<file path="src/rtl/core/led_pkg.sv">
package led_pkg;

  // widths of the stream fields, fixed by the item layout
  localparam int SYM_W       = 8;
  localparam int OUT_W       = 7;
  localparam int IN_TDATA_W  = 16;
  localparam int IN_TUSER_W  = 2;
  localparam int OUT_TDATA_W = 16;
  localparam int OUT_TUSER_W = 1;

  // sequencer state codes
  localparam logic [2:0] ST_LOAD = 3'd0;
  localparam logic [2:0] ST_INIT = 3'd1;
  localparam logic [2:0] ST_ROW  = 3'd2;
  localparam logic [2:0] ST_CELL = 3'd3;
  localparam logic [2:0] ST_OUT  = 3'd4;

endpackage

</file>
<file path="src/rtl/core/levenshtein_edit_distance_core.sv">
// levenshtein edit distance core
//
// input stream (s_axis): one item carries at most one source symbol and one
// target symbol, each with its own flag in tuser. symbols are appended to two
// buffers of MAX_LEN entries; symbols beyond that are dropped and flagged.
// an item with tlast set closes the pair and starts the distance run.
// output stream (m_axis): one item per pair, distance and source length in
// tdata, the overflow flag in tuser.
//
// an item without tlast is accepted whenever the core is loading. after
// tlast the core fills the cost row, then one shared cell walks the table
// row by row (a row set-up step, then one cell per cycle), then the result
// is handed to the output register; when either string is empty the core
// goes from the fill straight to the output step. the cost row memory is
// read and written once per cycle.
// s_axis_tready is low during the run. a result waiting in the output
// register does not stop loading of the next pair; only a second finished
// result waits until the receiver takes the first.
// reset clears counts, overflow flag, sequencer and output valid; buffers and
// the cost row need no clearing since they are written before they are read.
module levenshtein_edit_distance_core
  import led_pkg::*;
#(
  parameter int MAX_LEN  = 64,
  parameter int SYM_BITS = 8
) (
  input  logic                   clk,
  input  logic                   rst,
  input  logic                   s_axis_tvalid,
  output logic                   s_axis_tready,
  input  logic [IN_TDATA_W-1:0]  s_axis_tdata,   // src_sym[7:0], tgt_sym[15:8]
  input  logic [IN_TUSER_W-1:0]  s_axis_tuser,   // src_valid[0], tgt_valid[1]
  input  logic                   s_axis_tlast,   // last
  output logic                   m_axis_tvalid,
  input  logic                   m_axis_tready,
  output logic [OUT_TDATA_W-1:0] m_axis_tdata,   // distance[6:0], src_length[13:7], zeros
  output logic [OUT_TUSER_W-1:0] m_axis_tuser    // overflow[0]
);

  // count width holds 0..MAX_LEN, address width indexes the symbol buffers
  localparam int CW = $clog2(MAX_LEN + 1);
  localparam int AW = (MAX_LEN > 1) ? $clog2(MAX_LEN) : 1;
  localparam int SB = (SYM_BITS < SYM_W) ? SYM_BITS : SYM_W;
  localparam logic [CW-1:0] MAX_CNT = CW'(MAX_LEN);
  localparam logic [CW-1:0] ONE     = CW'(1);

  // symbol buffers and the single cost row
  logic [SB-1:0] src_mem  [MAX_LEN];
  logic [SB-1:0] tgt_mem  [MAX_LEN];
  logic [CW-1:0] cost_mem [MAX_LEN+1];

  logic [2:0]    state;
  logic [CW-1:0] src_count;
  logic [CW-1:0] tgt_count;
  logic          overflow_seen;

  // run registers
  logic [CW-1:0] n_len;
  logic [CW-1:0] m_len;
  logic          ovf_hold;
  logic [CW-1:0] row_i;
  logic [CW-1:0] col_j;
  logic [CW-1:0] left;
  logic [CW-1:0] diag;
  logic [CW-1:0] edit_dist;

  // registered read data
  logic [SB-1:0] src_rd;
  logic [SB-1:0] tgt_rd;
  logic [CW-1:0] cost_rd;

  // output register
  logic          out_valid;
  logic [CW-1:0] out_dist;
  logic [CW-1:0] out_len;
  logic          out_ovf;

  logic [SB-1:0] src_sym;
  logic [SB-1:0] tgt_sym;
  logic          src_valid;
  logic          tgt_valid;
  logic          in_accept;
  logic          src_full;
  logic          tgt_full;
  logic          src_take;
  logic          tgt_take;
  logic [CW-1:0] src_count_next;
  logic [CW-1:0] tgt_count_next;
  logic          overflow_next;

  logic          cost_we;
  logic [CW-1:0] cost_waddr;
  logic [CW-1:0] cost_wdata;
  logic [CW-1:0] rd_j;
  logic [CW-1:0] tgt_rd_j;
  logic [CW-1:0] src_rd_i;
  logic [CW-1:0] cell_cost;
  logic          out_load;

  logic [CW+OUT_W-1:0] dist_ext;
  logic [CW+OUT_W-1:0] len_ext;

  assign src_sym   = s_axis_tdata[SB-1:0];
  assign tgt_sym   = s_axis_tdata[SYM_W +: SB];
  assign src_valid = s_axis_tuser[0];
  assign tgt_valid = s_axis_tuser[1];

  assign s_axis_tready = (state == ST_LOAD);
  assign in_accept     = s_axis_tvalid && s_axis_tready;

  // loader: append while room is left, flag anything past the end
  assign src_full = (src_count == MAX_CNT);
  assign tgt_full = (tgt_count == MAX_CNT);
  assign src_take = in_accept && src_valid && !src_full;
  assign tgt_take = in_accept && tgt_valid && !tgt_full;

  assign src_count_next = src_take ? src_count + ONE : src_count;
  assign tgt_count_next = tgt_take ? tgt_count + ONE : tgt_count;
  assign overflow_next  = overflow_seen || (in_accept && src_valid && src_full)
                          || (in_accept && tgt_valid && tgt_full);

  always_ff @(posedge clk) begin
    if (src_take) begin
      src_mem[src_count[AW-1:0]] <= src_sym;
    end
    if (tgt_take) begin
      tgt_mem[tgt_count[AW-1:0]] <= tgt_sym;
    end
  end

  // read addresses: the cell after the current one, or the first cell of a row
  always_comb begin
    if (state == ST_CELL && col_j != m_len) begin
      rd_j = col_j + ONE;
    end else begin
      rd_j = ONE;
    end
    tgt_rd_j = rd_j - ONE;
    src_rd_i = row_i - ONE;
  end

  always_ff @(posedge clk) begin
    cost_rd <= cost_mem[rd_j];
    tgt_rd  <= tgt_mem[tgt_rd_j[AW-1:0]];
    if (state == ST_ROW) begin
      src_rd <= src_mem[src_rd_i[AW-1:0]];
    end
  end

  // the shared table cell
  led_cell #(
    .W (CW)
  ) u_cell (
    .above (cost_rd),
    .left  (left),
    .diag  (diag),
    .match (src_rd == tgt_rd),
    .cost  (cell_cost)
  );

  // cost row write port: boundary fill, row head, or cell result
  always_comb begin
    cost_we    = 1'b0;
    cost_waddr = col_j;
    cost_wdata = cell_cost;
    case (state)
      ST_INIT: begin
        cost_we    = 1'b1;
        cost_waddr = col_j;
        cost_wdata = col_j;
      end
      ST_ROW: begin
        cost_we    = 1'b1;
        cost_waddr = '0;
        cost_wdata = row_i;
      end
      ST_CELL: begin
        cost_we    = 1'b1;
        cost_waddr = col_j;
        cost_wdata = cell_cost;
      end
      default: begin
        cost_we = 1'b0;
      end
    endcase
  end

  always_ff @(posedge clk) begin
    if (cost_we) begin
      cost_mem[cost_waddr] <= cost_wdata;
    end
  end

  assign out_load = (state == ST_OUT) && (!out_valid || m_axis_tready);

  // sequencer
  always_ff @(posedge clk) begin
    if (rst) begin
      state         <= ST_LOAD;
      src_count     <= '0;
      tgt_count     <= '0;
      overflow_seen <= 1'b0;
    end else begin
      case (state)
        ST_LOAD: begin
          if (in_accept) begin
            if (s_axis_tlast) begin
              n_len         <= src_count_next;
              m_len         <= tgt_count_next;
              ovf_hold      <= overflow_next;
              src_count     <= '0;
              tgt_count     <= '0;
              overflow_seen <= 1'b0;
              col_j         <= '0;
              state         <= ST_INIT;
            end else begin
              src_count     <= src_count_next;
              tgt_count     <= tgt_count_next;
              overflow_seen <= overflow_next;
            end
          end
        end
        ST_INIT: begin
          if (col_j == m_len) begin
            // an empty string on either side leaves the other length
            if (n_len == '0 || m_len == '0) begin
              edit_dist <= (n_len == '0) ? m_len : n_len;
              state     <= ST_OUT;
            end else begin
              row_i <= ONE;
              state <= ST_ROW;
            end
          end else begin
            col_j <= col_j + ONE;
          end
        end
        ST_ROW: begin
          diag  <= row_i - ONE;
          left  <= row_i;
          col_j <= ONE;
          state <= ST_CELL;
        end
        ST_CELL: begin
          left <= cell_cost;
          diag <= cost_rd;
          if (col_j == m_len) begin
            if (row_i == n_len) begin
              edit_dist <= cell_cost;
              state     <= ST_OUT;
            end else begin
              row_i <= row_i + ONE;
              state <= ST_ROW;
            end
          end else begin
            col_j <= col_j + ONE;
          end
        end
        ST_OUT: begin
          if (out_load) begin
            state <= ST_LOAD;
          end
        end
        default: begin
          state <= ST_LOAD;
        end
      endcase
    end
  end

  // output register
  always_ff @(posedge clk) begin
    if (rst) begin
      out_valid <= 1'b0;
    end else if (out_load) begin
      out_valid <= 1'b1;
    end else if (m_axis_tready) begin
      out_valid <= 1'b0;
    end
  end

  always_ff @(posedge clk) begin
    if (out_load) begin
      out_dist <= edit_dist;
      out_len  <= n_len;
      out_ovf  <= ovf_hold;
    end
  end

  // fields are the low seven bits of the counts
  assign dist_ext = {{OUT_W{1'b0}}, out_dist};
  assign len_ext  = {{OUT_W{1'b0}}, out_len};

  assign m_axis_tvalid = out_valid;
  assign m_axis_tdata  = {{(OUT_TDATA_W - 2*OUT_W){1'b0}},
                          len_ext[OUT_W-1:0], dist_ext[OUT_W-1:0]};
  assign m_axis_tuser  = out_ovf;

endmodule

</file>
<file path="src/rtl/core/led_cell.sv">
module led_cell #(
  parameter int W = 7
) (
  input  logic [W-1:0] above,
  input  logic [W-1:0] left,
  input  logic [W-1:0] diag,
  input  logic         match,
  output logic [W-1:0] cost
);

  logic [W:0] del_cost;
  logic [W:0] ins_cost;
  logic [W:0] sub_cost;
  logic [W:0] min_ab;
  logic [W:0] min_all;

  // delete, insert and substitute, one extra bit so the +1 never wraps
  assign del_cost = {1'b0, above} + {{W{1'b0}}, 1'b1};
  assign ins_cost = {1'b0, left} + {{W{1'b0}}, 1'b1};
  assign sub_cost = {1'b0, diag} + {{W{1'b0}}, ~match};

  assign min_ab  = (del_cost < ins_cost) ? del_cost : ins_cost;
  assign min_all = (min_ab < sub_cost) ? min_ab : sub_cost;

  // a cell never exceeds the longest string, so the top bit is free
  assign cost = min_all[W-1:0];

endmodule

</file>
<file path="config.mk">
export PLATFORM = sky130hd
export DESIGN_NAME = levenshtein_edit_distance_core
export DESIGN_NICKNAME = d
export VERILOG_FILES = /design/src/rtl/core/led_pkg.sv /design/src/rtl/core/levenshtein_edit_distance_core.sv /design/src/rtl/core/led_cell.sv
export SDC_FILE = /design/constraint.sdc
export NUM_CORES = 2
export LEC_CHECK = 0
export ABC_AREA = 1
export BUFFER_PORTS_ARGS = -buffer_cell sky130_fd_sc_hd__buf_2
export CAP_MARGIN = 10
export CORE_MARGIN = 4
export CORE_UTILIZATION = 60
export DETAILED_ROUTE_END_ITERATION = 10
export PLACE_DENSITY = 0.74
export SYNTH_ARGS = -nofsm -noshare
export SYNTH_HDL_FRONTEND = slang
export SYNTH_HIERARCHICAL = 1
export SYNTH_SLANG_ARGS = --single-unit
</file>
<file path="constraint.sdc">
create_clock -name clk -period 14 [get_ports clk]
set_clock_uncertainty 0.15 [all_clocks]
set_input_delay 2.1 -clock clk [delete_from_list [all_inputs] [get_ports clk]]
set_output_delay 2.1 -clock clk [all_outputs]
set_load 0.005 [all_outputs]
</file>
==> impl_results.rst <==
.. list-table::
   :header-rows: 1

   * - Metric
     - Value
   * - Via count of the first global-routing pass
     - 42,600
   * - Site row count
     - 122
   * - Crit path buffers/inverters
     - 4
   * - Worst IR drop on VDD
     - 0.000184 V
   * - Number of library cell types mapped by synthesis
     - 44
   * - Dominant delay contributor by cell family on the critical path
     - buffers and inverters
   * - Count of pins on the block boundary
     - 42
   * - Result of the run
     - completed
   * - Psw
     - 2.69 mW
   * - Post-Place Setup Slack
     - 7810 ps
   * - Highest clock rate
     - 161 MHz
   * - Internal power of the cells
     - 8.11 mW
   * - Layout overhead on the synthesized area
     - 9.20%
   * - Number of clock sinks
     - 1,586
   * - Number of buffers between clock root and the deepest sink
     - 3
   * - Part of the power in registers
     - 0.522
   * - Antenna diode count
     - 0
   * - Largest cells by area after synthesis
     - sky130_fd_sc_hd__edfxtp_1 69%, sky130_fd_sc_hd__nand3_1 5.2%, sky130_fd_sc_hd__o21ai_0 4.3%
   * - Fraction of final layout cells with drive strength greater than 1
     - 0.0698
   * - WHS Path Cells
     - 0
   * - Number of hold buffers added after CTS
     - 0
   * - First-pass GRT wire length
     - 255 mm
   * - Setup repair after global routing missed its margin
     - no
   * - Worst-case reg-to-reg path depth
     - 17
   * - Share of synthesized area occupied by flip-flops and latches
     - 0.703
   * - Net Sw Frac
     - 0.249
   * - Cell with the most instances after synthesis
     - sky130_fd_sc_hd__edfxtp_1
   * - Die area
     - 118,000 um^2
   * - Worst Setup End Kind
     - flop
   * - Detailed-route vias per instance
     - 6.24
   * - Total setup buffers inserted after CTS
     - 0
   * - Combinational cell fraction of total power
     - 0.101
   * - Clock tree root buffer cell
     - sky130_fd_sc_hd__clkbuf_16
   * - Total routing usage reported by global routing
     - 0.284
   * - Post-DP HPWL
     - 94.8 mm
   * - Critical Setup Path Class
     - flop to flop
   * - Leakage dissipation
     - 26.0 nW
   * - Number of synthesized flops with an enable pin
     - 1,552
   * - Min setup slack post-route
     - 7800 ps
   * - Relative contribution of the clock network to total power
     - 0.376
   * - Arrival time reported for the critical path endpoint
     - 6740 ps
   * - First-pass iteration count of the detailed router
     - 8
   * - Largest net degree at the start of global routing
     - 250
   * - Total core area
     - 111,000 um^2
   * - Leading cell types by count after synthesis
     - 1,552 x sky130_fd_sc_hd__edfxtp_1, 700 x sky130_fd_sc_hd__nand3_1, 602 x sky130_fd_sc_hd__inv_1, 590 x sky130_fd_sc_hd__nor2_1, 574 x sky130_fd_sc_hd__o21ai_0
   * - Number of antenna violations at the first check in global routing
     - 2
   * - Critical path fanouts, max
     - 121
   * - Clock tree from TritonCTS
     - built
   * - Clock-pin slew of the registers on the worst-case setup and hold paths
     - 60 ps
   * - Post-layout util
     - 0.662
   * - Power Total
     - 10.8 mW
   * - Setup TNS
     - 0 ps
   * - Clock H-tree levels
     - 4
   * - Netlist Area Pre-Place
     - 67,300 um^2
   * - Port bufs
     - 39
   * - Hold crit path type
     - flop to flop
   * - Worst hold endpoint
     - out_dist[2]
   * - Horiz. Die Dim
     - 343 um
   * - Ys flop type
     - sky130_fd_sc_hd__edfxtp_1
   * - Hold_sp
     - edit_dist[2]
   * - Pwr/cell area
     - 147 nW/um^2
   * - Final number of setup-violating endpoints
     - 0
   * - Fraction of the cycle the final worst path needs
     - 0.443
   * - Fin nets
     - 5,680
   * - Height of the die
     - 343 um
   * - Post-Synthesis Mean Instance Area
     - 11.7 um^2
   * - Time the worst path needs with I/O delays and setup
     - 6200 ps
   * - Number of synthesis warnings
     - 6
   * - Count of routing violations after the opening detailed-route iteration
     - 6,399
   * - Total CTS buffers
     - 156
   * - Post-synth top area share
     - 0.693
   * - Final RePlAce weighted congestion
     - 0.884
   * - Relative max-transition margin
     - 0.172
   * - Synth async-reset ratio
     - 0
   * - Remaining routing DRC violations
     - 0
   * - Total via count in the routed design
     - 45,200
   * - Latest clock arrival within the worst-skew pair
     - 760 ps
   * - Residual antenna-violating net count after detailed routing
     - 0
   * - Post-cts resize count
     - 0
   * - Routed wirelength normalized by instance count
     - 23.2 um
   * - Crit start category
     - flop
   * - Required time at the worst-slack endpoint
     - 14,550 ps
   * - Crit path largest cell delay
     - 690 ps
   * - Starting density of the core
     - 0.606
   * - Number of failing hold endpoints at the final stage
     - 0
   * - Cell accounting for the most synthesized area
     - sky130_fd_sc_hd__edfxtp_1
   * - Final max-slew violation count
     - 0
   * - #FFs+latches synth
     - 1,586
   * - Number of max-cap violations
     - 0
   * - Final wirelength
     - 168 mm
   * - Destination of the worst register-to-register timing path
     - tgt_rd[3]
   * - Critical path cell sequence
     - buf_4, nand2_1, nand2_1, nand2_1, nor2_1, nand2_8, nand3_4, inv_4, ha_4, buf_4, buf_4, o21ai_0, o211ai_1, nand3_1, nand3_1, nand3_1, nand2_1
   * - Total grt overflow
     - 0
   * - Most frequent cell on the critical path
     - sky130_fd_sc_hd__nand2_1
   * - Worst-Margin Slew
     - 1240 ps
   * - Register-to-register setup slack
     - 7800 ps
   * - Slowest library cell on the worst path
     - sky130_fd_sc_hd__buf_4
   * - Count of mapped cells out of synthesis
     - 5,740
   * - Launching point of the worst reg2reg path
     - col_j[0]
area by class of cell:
type | instances | area, um^2
tap | 1488 | 1860
clock buffer | 210 | 4290
timing repair buffer | 103 | 717
clock inverter | 74 | 671
inverter | 619 | 2330
multi-input combinational | 3166 | 16300
fill | 7938 | 37500
sequential | 1586 | 47300
worst max-delay path by stage:
stage / from / to / cells after the start
2_1_floorplan: left[0] / cost_mem[0][2] / 22
3_3_place_gp: col_j[0] / tgt_rd[3] / 17
3_5_place_dp: col_j[0] / tgt_rd[3] / 17
4_1_cts: col_j[0] / tgt_rd[3] / 17
5_1_grt: col_j[0] / tgt_rd[3] / 17
6_report: col_j[0] / tgt_rd[3] / 17
flip-flops by register name, summed over array words and instances (netlist names), 8 cells and up:
signal    flops
src_mem     512
tgt_mem     512
cost_mem    455
src_rd        8
tgt_rd        8
stage by stage:
| stage | std cells | cell area, um^2 | hold WS, ps |
|---|---|---|---|
| final | 7246 | 73500 | 285 |
| after global routing | 7246 | 73500 | 289 |
| after CTS | 7245 | 73500 | 290 |
| after detailed placement | 6961 | 68500 | 272 |
| after global placement | 6961 | 68500 | 276 |
| after floorplan | 5741 | 67300 | 250 |
power by group through the flow:
stage / sequential, mW / clock, mW / combinational (mW)
final: 5.64 / 4.07 / 1.10
after global routing: 5.64 / 4.31 / 1.18
after CTS: 5.64 / 4.09 / 1.08
after detailed placement: 5.74 / 0 / 1.07
after global placement: 5.74 / 0 / 1.05
after floorplan: 5.75 / 0 / 0.584
layer usage:
metal / global-route usage / wire, um
met5: 0 / 28
met3: 0.0473 / 16000
met1: 0.398 / 65200
met2: 0.446 / 79700
met4: 0.120 / 7160
worst reg2reg max path, cell delays in order, from the launching register on:
cell	delay [ps]
sky130_fd_sc_hd__edfxtp_1	360
sky130_fd_sc_hd__buf_4	690
sky130_fd_sc_hd__nand2_1	110
sky130_fd_sc_hd__nand2_1	100
sky130_fd_sc_hd__nand2_1	50
sky130_fd_sc_hd__nor2_1	300
sky130_fd_sc_hd__nand2_8	500
sky130_fd_sc_hd__nand3_4	550
sky130_fd_sc_hd__inv_4	320
sky130_fd_sc_hd__ha_4	670
sky130_fd_sc_hd__buf_4	590
sky130_fd_sc_hd__buf_4	680
sky130_fd_sc_hd__o21ai_0	280
sky130_fd_sc_hd__o211ai_1	210
sky130_fd_sc_hd__nand3_1	130
sky130_fd_sc_hd__nand3_1	160
sky130_fd_sc_hd__nand3_1	180
sky130_fd_sc_hd__nand2_1	110
cells by family after synthesis:
group           Yosys count  synth area share
simple gates           2049             0.139
flops                  1586             0.703
compound gates         1039            0.0886
buf+inv                 989            0.0580
xor+xnor                 51           0.00725
fa+ha+maj                25           0.00465
other cells               1         0.0000557
placed cells by master, fill, tap and decap left out, types with 39 or more instances in the layout:
cell	netlist	layout
sky130_fd_sc_hd__inv_1	602	600
sky130_fd_sc_hd__buf_4	17	60
sky130_fd_sc_hd__o211ai_1	80	80
sky130_fd_sc_hd__nand3_1	700	700
sky130_fd_sc_hd__buf_2	103	39
sky130_fd_sc_hd__edfxtp_1	1552	1552
sky130_fd_sc_hd__clkbuf_1	227	41
sky130_fd_sc_hd__nand2_1	469	469
sky130_fd_sc_hd__o221ai_1	87	82
sky130_fd_sc_hd__o21a_1	39	39
sky130_fd_sc_hd__nor2_1	590	589
sky130_fd_sc_hd__clkbuf_16	0	161
sky130_fd_sc_hd__a21oi_1	175	175
sky130_fd_sc_hd__nand4_1	209	209
sky130_fd_sc_hd__o22ai_1	46	46
sky130_fd_sc_hd__o21ai_0	574	574
Power figures use the tool's default switching activity.
